<file path="config.mk">
export PLATFORM = sky130hd
export DESIGN_NAME = fbc_cell
export DESIGN_NICKNAME = d
export VERILOG_FILES = /design/src/rtl/core/fbc_pkg.sv /design/src/rtl/core/fbc_cell.sv
export SDC_FILE = /design/constraint.sdc
export NUM_CORES = 2
export LEC_CHECK = 0
export BUFFER_PORTS_ARGS = -buffer_cell sky130_fd_sc_hd__buf_4
export CORE_MARGIN = 5
export CORE_UTILIZATION = 36
export DETAILED_ROUTE_END_ITERATION = 12
export GPL_TIMING_DRIVEN = 0
export PLACE_DENSITY = 0.53
export REMOVE_ABC_BUFFERS = 1
export SLEW_MARGIN = 20
export SYNTH_ARGS = -nofsm -noshare
export SYNTH_HDL_FRONTEND = slang
export SYNTH_SLANG_ARGS = --single-unit
</file>
<file path="constraint.sdc">
create_clock -name clock -period 9 [get_ports clock]
set_input_delay 1.8 -clock clock [delete_from_list [all_inputs] [get_ports clock]]
set_output_delay 1.8 -clock clock [all_outputs]
set_load 0.05 [all_outputs]
</file>
<file path="src/rtl/core/fbc_pkg.sv">
package fbc_pkg;

   localparam int PLANE_COUNT_DEFAULT = 6;
   localparam int COORD_BITS_DEFAULT  = 20;

   // configuration port
   localparam int REG_COUNT      = 6;
   localparam int CSR_INDEX_BITS = 3;
   localparam int CSR_DATA_BITS  = 64;

   // plane register packing: a, b, c signed Q1.10, d signed Q13.14
   localparam int COEF_BITS = 12;
   localparam int A_LSB     = 0;
   localparam int B_LSB     = 12;
   localparam int C_LSB     = 24;
   localparam int D_LSB     = 36;
   localparam int D_BITS    = 28;
   // d is scaled up to the 18 fraction bits of the products
   localparam int D_SHIFT       = 4;
   localparam int D_SCALED_BITS = D_BITS + D_SHIFT;

   localparam logic OP_POINT = 1'b0;
   localparam logic OP_BOX   = 1'b1;

   localparam logic [1:0] VERDICT_OUTSIDE = 2'd0;
   localparam logic [1:0] VERDICT_PARTIAL = 2'd1;
   localparam logic [1:0] VERDICT_INSIDE  = 2'd2;

   // running verdict handed from cell to cell
   typedef struct packed {
      logic valid;
      logic op;
      logic any_out;   // some plane has no corner on its positive side
      logic all_in;    // every plane so far has every corner on its positive side
   } fbc_flags_type;

endpackage

</file>
<file path="src/rtl/core/fbc_cell.sv">
module fbc_cell
   import fbc_pkg::*;
#(
   parameter int COORD_BITS  = COORD_BITS_DEFAULT,
   parameter int PLANE_INDEX = 0
) (
   input  logic                          clock,
   input  logic                          reset,
   input  logic                          csr_we,
   input  logic [CSR_INDEX_BITS-1:0]     csr_index,
   input  logic [CSR_DATA_BITS-1:0]      csr_data,
   input  fbc_flags_type                 in_flags,
   input  logic signed [COORD_BITS-1:0]  in_x,
   input  logic signed [COORD_BITS-1:0]  in_y,
   input  logic signed [COORD_BITS-1:0]  in_z,
   input  logic [COORD_BITS-2:0]         in_half,
   input  logic [COORD_BITS-2:0]         in_up,
   output fbc_flags_type                 out_flags,
   output logic signed [COORD_BITS-1:0]  out_x,
   output logic signed [COORD_BITS-1:0]  out_y,
   output logic signed [COORD_BITS-1:0]  out_z,
   output logic [COORD_BITS-2:0]         out_half,
   output logic [COORD_BITS-2:0]         out_up
);

   localparam int PROD_BITS = COORD_BITS + 13;
   localparam int SUM_BITS  = ((PROD_BITS > D_SCALED_BITS) ? PROD_BITS : D_SCALED_BITS) + 3;
   localparam bit WRITABLE  = PLANE_INDEX < REG_COUNT;

   logic [CSR_DATA_BITS-1:0] plane_ff, plane_in;

   logic signed [COEF_BITS-1:0] coef_a, coef_b, coef_c;
   logic signed [D_BITS-1:0]    coef_d;
   logic signed [COORD_BITS:0]  y_lo, y_hi;

   // stage A: products
   fbc_flags_type                flags_a_ff;
   logic signed [COORD_BITS-1:0] x_a_ff, y_a_ff, z_a_ff;
   logic [COORD_BITS-2:0]        half_a_ff, up_a_ff;
   logic signed [PROD_BITS-1:0]  pax_ff, pcz_ff, pbl_ff, pbh_ff, pah_ff, pch_ff;
   logic signed [PROD_BITS-1:0]  pax_in, pcz_in, pbl_in, pbh_in, pah_in, pch_in;

   // stage B: corner extremes and compare
   fbc_flags_type                flags_b_ff, flags_b_in;
   logic signed [COORD_BITS-1:0] x_b_ff, y_b_ff, z_b_ff;
   logic [COORD_BITS-2:0]        half_b_ff, up_b_ff;

   logic signed [SUM_BITS-1:0]  d_scaled, base, sum_max, sum_min;
   logic signed [PROD_BITS-1:0] y_max, y_min, abs_ah, abs_ch;
   logic                        max_nonpos, min_pos;

   always_comb begin
      plane_in = plane_ff;
      if (WRITABLE && csr_we && csr_index == CSR_INDEX_BITS'(PLANE_INDEX)) begin
         plane_in = csr_data;
      end
   end

   always_ff @(posedge clock) begin
      if (reset) begin
         plane_ff <= '0;
      end else begin
         plane_ff <= plane_in;
      end
   end

   assign coef_a = signed'(plane_ff[A_LSB +: COEF_BITS]);
   assign coef_b = signed'(plane_ff[B_LSB +: COEF_BITS]);
   assign coef_c = signed'(plane_ff[C_LSB +: COEF_BITS]);
   assign coef_d = signed'(plane_ff[D_LSB +: D_BITS]);

   assign y_lo = (COORD_BITS+1)'(in_y) - signed'({2'b00, in_half});
   assign y_hi = (COORD_BITS+1)'(in_y) + signed'({2'b00, in_up});

   assign pax_in = PROD_BITS'(coef_a) * PROD_BITS'(in_x);
   assign pcz_in = PROD_BITS'(coef_c) * PROD_BITS'(in_z);
   assign pbl_in = PROD_BITS'(coef_b) * PROD_BITS'(y_lo);
   assign pbh_in = PROD_BITS'(coef_b) * PROD_BITS'(y_hi);
   assign pah_in = PROD_BITS'(coef_a) * signed'(PROD_BITS'(in_half));
   assign pch_in = PROD_BITS'(coef_c) * signed'(PROD_BITS'(in_half));

   always_ff @(posedge clock) begin
      if (reset) begin
         flags_a_ff <= '0;
      end else begin
         flags_a_ff <= in_flags;
      end
   end

   always_ff @(posedge clock) begin
      x_a_ff    <= in_x;
      y_a_ff    <= in_y;
      z_a_ff    <= in_z;
      half_a_ff <= in_half;
      up_a_ff   <= in_up;
      pax_ff    <= pax_in;
      pcz_ff    <= pcz_in;
      pbl_ff    <= pbl_in;
      pbh_ff    <= pbh_in;
      pah_ff    <= pah_in;
      pch_ff    <= pch_in;
   end

   // x and z corners sit at +-half, so their extremes are +-|a*half| and +-|c*half|
   always_comb begin
      d_scaled = SUM_BITS'(coef_d) <<< D_SHIFT;
      base     = SUM_BITS'(pax_ff) + SUM_BITS'(pcz_ff) + d_scaled;
      y_max    = (pbl_ff > pbh_ff) ? pbl_ff : pbh_ff;
      y_min    = (pbl_ff > pbh_ff) ? pbh_ff : pbl_ff;
      abs_ah   = pah_ff[PROD_BITS-1] ? -pah_ff : pah_ff;
      abs_ch   = pch_ff[PROD_BITS-1] ? -pch_ff : pch_ff;
      sum_max  = base + SUM_BITS'(y_max) + SUM_BITS'(abs_ah) + SUM_BITS'(abs_ch);
      sum_min  = base + SUM_BITS'(y_min) - SUM_BITS'(abs_ah) - SUM_BITS'(abs_ch);

      max_nonpos = sum_max[SUM_BITS-1] || (sum_max == '0);
      min_pos    = !sum_min[SUM_BITS-1] && (sum_min != '0);

      flags_b_in         = flags_a_ff;
      flags_b_in.any_out = flags_a_ff.any_out | max_nonpos;
      flags_b_in.all_in  = flags_a_ff.all_in & min_pos;
   end

   always_ff @(posedge clock) begin
      if (reset) begin
         flags_b_ff <= '0;
      end else begin
         flags_b_ff <= flags_b_in;
      end
   end

   always_ff @(posedge clock) begin
      x_b_ff    <= x_a_ff;
      y_b_ff    <= y_a_ff;
      z_b_ff    <= z_a_ff;
      half_b_ff <= half_a_ff;
      up_b_ff   <= up_a_ff;
   end

   assign out_flags = flags_b_ff;
   assign out_x     = x_b_ff;
   assign out_y     = y_b_ff;
   assign out_z     = z_b_ff;
   assign out_half  = half_b_ff;
   assign out_up    = up_b_ff;

endmodule

</file>
==> results.rst <==
.. list-table::
   :header-rows: 1

   * - Metric
     - Value
   * - Startpoint class of the critical path
     - primary input
   * - Routing usage on met1
     - 0.3009
   * - Most common cell in the netlist
     - inv_1
   * - Floorplan die height
     - 459.0 um
   * - Number of search-and-repair iterations in the first detailed-routing pass
     - 5
   * - Clock-pin slew of the registers on the worst-case setup and hold paths
     - 0.06 ns
   * - Critical path buffers and inverters
     - 6
   * - Total wire length after detailed routing
     - 213000 um
   * - Nets@finish
     - 10293
   * - Final design instance area without fill
     - 82060 um2
   * - Slew Viols, Final
     - 0
   * - CORE AREA
     - 200100 um2
   * - Post-synth design cell area
     - 72560 um2
   * - Worst Skew
     - 0.05096 ns
   * - Top-level port count
     - 274
   * - Global routing usage summed across all routing layers
     - 0.2037
   * - Via-to-Cell Ratio
     - 4.948
   * - Pin count of the biggest net entering global routing
     - 74
   * - Ratio of final minimum period to clock period
     - 0.9933
   * - Total of warnings raised by yosys
     - 0
   * - Critical Path Max Stage Delay
     - 0.56 ns
   * - Highest fanout seen on the critical path
     - 4
   * - Number of global-route vias before repair
     - 56028
   * - Post-synthesis cell count
     - 7950
   * - Slowest stage cell, crit path
     - fa_2
   * - Final instance count without filler cells
     - 10803
   * - Max Clk Rate
     - 111.9 MHz
   * - Register bit count reported by yosys
     - 462
   * - Total gr overflow
     - 0
   * - Area leader, netlist
     - fa_1
   * - Seq/Total Area, Yosys
     - 0.1275
   * - Rel. slew slack
     - 0.2898
   * - Via Count
     - 53449
   * - Clk sink count
     - 462
   * - Layout cell share with drive strength beyond 1
     - 0.09878
   * - Number of buffers created by CTS
     - 68
   * - Initial antenna violation count
     - 10
   * - Most instantiated flip-flop cell in the synthesis netlist
     - dfxtp_1
   * - Routing usage on met3
     - 0.03216
   * - Most area-consuming cells after synthesis
     - fa_1 (39%), dfxtp_1 (13%), ha_1 (11%)
   * - Required time reported for the critical path endpoint
     - 9.61 ns
   * - Share of Yosys cell area claimed by the top area cell type
     - 0.3871
   * - Root Buffer Master
     - clkbuf_16
   * - Number of maximum-capacitance violations
     - 0
   * - Final weighted congestion in routability-driven placement
     - 0.8702
   * - List of most frequent post-synthesis cells
     - inv_1 (1552), fa_1 (1403), nand2_1 (1214), ha_1 (632), dfxtp_1 (462)
   * - Endpoint kind of the worst setup timing path
     - flop
   * - Die X
     - 459.0 um
   * - Synth cell types
     - 93
   * - Slew at the pin with the worst max-slew slack
     - 1.061 ns
   * - Clock latency on the worst-skew pair
     - 0.72 ns
   * - GRT met2 Usage
     - 0.3085
   * - Number of levels in the clock H-tree
     - 3
   * - Max Root-Sink Buffers
     - 3
   * - Family of cells with the greatest summed delay on the critical path
     - adder cells
   * - Kind of critical path
     - primary input to flop
   * - Share of synthesized registers carrying an async set or reset
     - 0
   * - Power density cells
     - 187.5 nW/um2
   * - Type of the tightest min-delay check
     - flop to flop
   * - TritonCTS clock tree
     - built
   * - Arrival @ worst endpoint
     - 9.55 ns
   * - Number of cells in the design after placement
     - 10597
   * - Final HPWL DP
     - 171800 um
   * - Area of placed instances
     - 77860 um2
   * - Post-synth EDFFs
     - 0
   * - First-pass GRT wire length
     - 331100 um
   * - Tmin final
     - 8.939 ns
   * - Antenna Violating Nets Remaining
     - 0
   * - Routing layer with the top usage in global route
     - met2
   * - Synth-to-Final Area Change
     - 13.09%
   * - Number of failing setup endpoints in the final timing report
     - 0
   * - 1st-iter DRT viols
     - 3428
   * - Result of the run
     - finished, final reports clean
   * - Post-CTS Hold Buffers
     - 0
   * - Avg Synthesized Cell Area
     - 9.127 um2
   * - Initial standard-cell utilization of the core
     - 0.3627
   * - Count of standard-cell rows
     - 164
   * - Die Footprint
     - 210600 um2
   * - Average wire per cell in the routed design
     - 19.72 um
   * - Setup repair after global routing missed its margin
     - true
   * - Number of buffers inserted by port buffering
     - 273
   * - Final hold violations
     - 0
   * - Post-route DRC violation count
     - 0
   * - Maximum vdd drop
     - 0.2367 mV
   * - Leak pwr
     - 36.90 nW
final timing paths:
path                            depth (start not counted)  slack (ns)                      start                 endpoint
worst min register to register                          0        0.32      half_a_ff[10]$_DFF_P_     out_half[10]$_DFF_P_
worst min-delay path                                    0        0.32      half_a_ff[10]$_DFF_P_     out_half[10]$_DFF_P_
worst max-delay path                                   34        0.06                    in_y[0]       pbh_ff[32]$_DFF_P_
worst max register to register                         28        0.25  plane_ff[44]$_SDFFE_PP0P_  out_flags[0]$_SDFF_PP0_
layer usage:
| layer | up-vias | wire length [um] |
|---|---|---|
| li1 | 24634 | - |
| met1 | 27211 | 100400 |
| met2 | 1404 | 92920 |
| met3 | 200 | 13650 |
| met4 | 0 | 5979 |
| met5 | - | 0 |
registers in the layout, summed over array words and instances, names as in the netlist:
| name | flops |
|---|---|
| pcz_ff | 32 |
| out_up | 19 |
| y_a_ff | 20 |
| pch_ff | 32 |
| pbl_ff | 33 |
| pah_ff | 32 |
| plane_ff | 64 |
| out_half | 19 |
| flags_a_ff | 4 |
| pax_ff | 32 |
| x_a_ff | 20 |
| out_z | 20 |
| pbh_ff | 33 |
| up_a_ff | 19 |
| half_a_ff | 19 |
| out_flags | 4 |
| out_y | 20 |
| out_x | 20 |
| z_a_ff | 20 |
timing repair:
action                                  CTS  global route
endpoints found under the setup margin   34            25
cloned                                    1             2
resized for setup                       105           115
setup buffers                            34            38
pin swaps                                24            85
metrics by stage:
step | TNS, ns | total power [mW] | hold slack (ns) | util | worst slack [ns]
2_1_floorplan | -1.705 | 8.839 | 0.3096 | - | -0.9465
3_3_place_gp | -498.16 | 11.99 | 0.3100 | 0.3831 | -8.798
3_5_place_dp | -59.70 | 12.01 | 0.3121 | 0.3892 | -2.515
4_1_cts | -0.0008678 | 15.13 | 0.3132 | 0.4053 | -0.0008678
5_1_grt | -0.5609 | 16.53 | 0.3248 | 0.4101 | -0.1159
6_report | 0 | 15.39 | 0.3172 | 0.4102 | 0.06066
layout by cell type, fill, tap and decap left out, drive strengths merged, types with 30 or more instances in the layout:
cell       n
o21a      31
xnor2    241
dfxtp    462
nor2b     63
a211oi    31
buf      395
inv     1557
and3      31
o21ai    153
nor3      60
nand3     63
mux2      60
xor2      90
and2     433
ha       632
nand4     30
nand2b   124
a21oi    266
nor2     183
clkbuf    85
a21o     119
a31oi     39
fa      1403
nand2   1214
worst register-to-register path, delay by kind of cell (launching register included):
kind                       cells  cell delay [ns]
AOI/OAI and AO/OA             13             3.63
adders and majority gates      5             2.19
and+or+nand+nor                8             1.77
xor gates and xnor gates       1             0.49
DFF                            1             0.45
buffers and inverters          1             0.08
cell type report:
cell class | instances | area, um2
fill | 19923 | 118000
tap | 2656 | 3323
clock inverter | 38 | 450.4
inverter | 1553 | 5848
antenna | 8 | 20.02
clock buffer | 85 | 1858
sequential | 462 | 9314
multi-input combinational | 5606 | 57580
timing repair buffer | 395 | 3669
cell families (layout without fill, tap and decap cells):
group,after synthesis,in the layout,share of synthesized area
buffers and inverters,1892,2071,0.09866
XOR/XNOR,329,331,0.03971
adder cells (fa/ha/maj),2035,2035,0.4960
other,1,17,0.00005168
AND/OR/NAND/NOR,2301,2301,0.1495
AO/OA/AOI/OAI,850,850,0.07651
flip-flops,462,462,0.1275
multiplexers,80,80,0.01207
power by group:
group          total [mW]  internal (mW)  switching [mW]
logic                10.2           3.67            6.53
clock network        2.79           1.66            1.14
registers            2.39           2.23           0.160
Power figures use the tool's default switching activity.
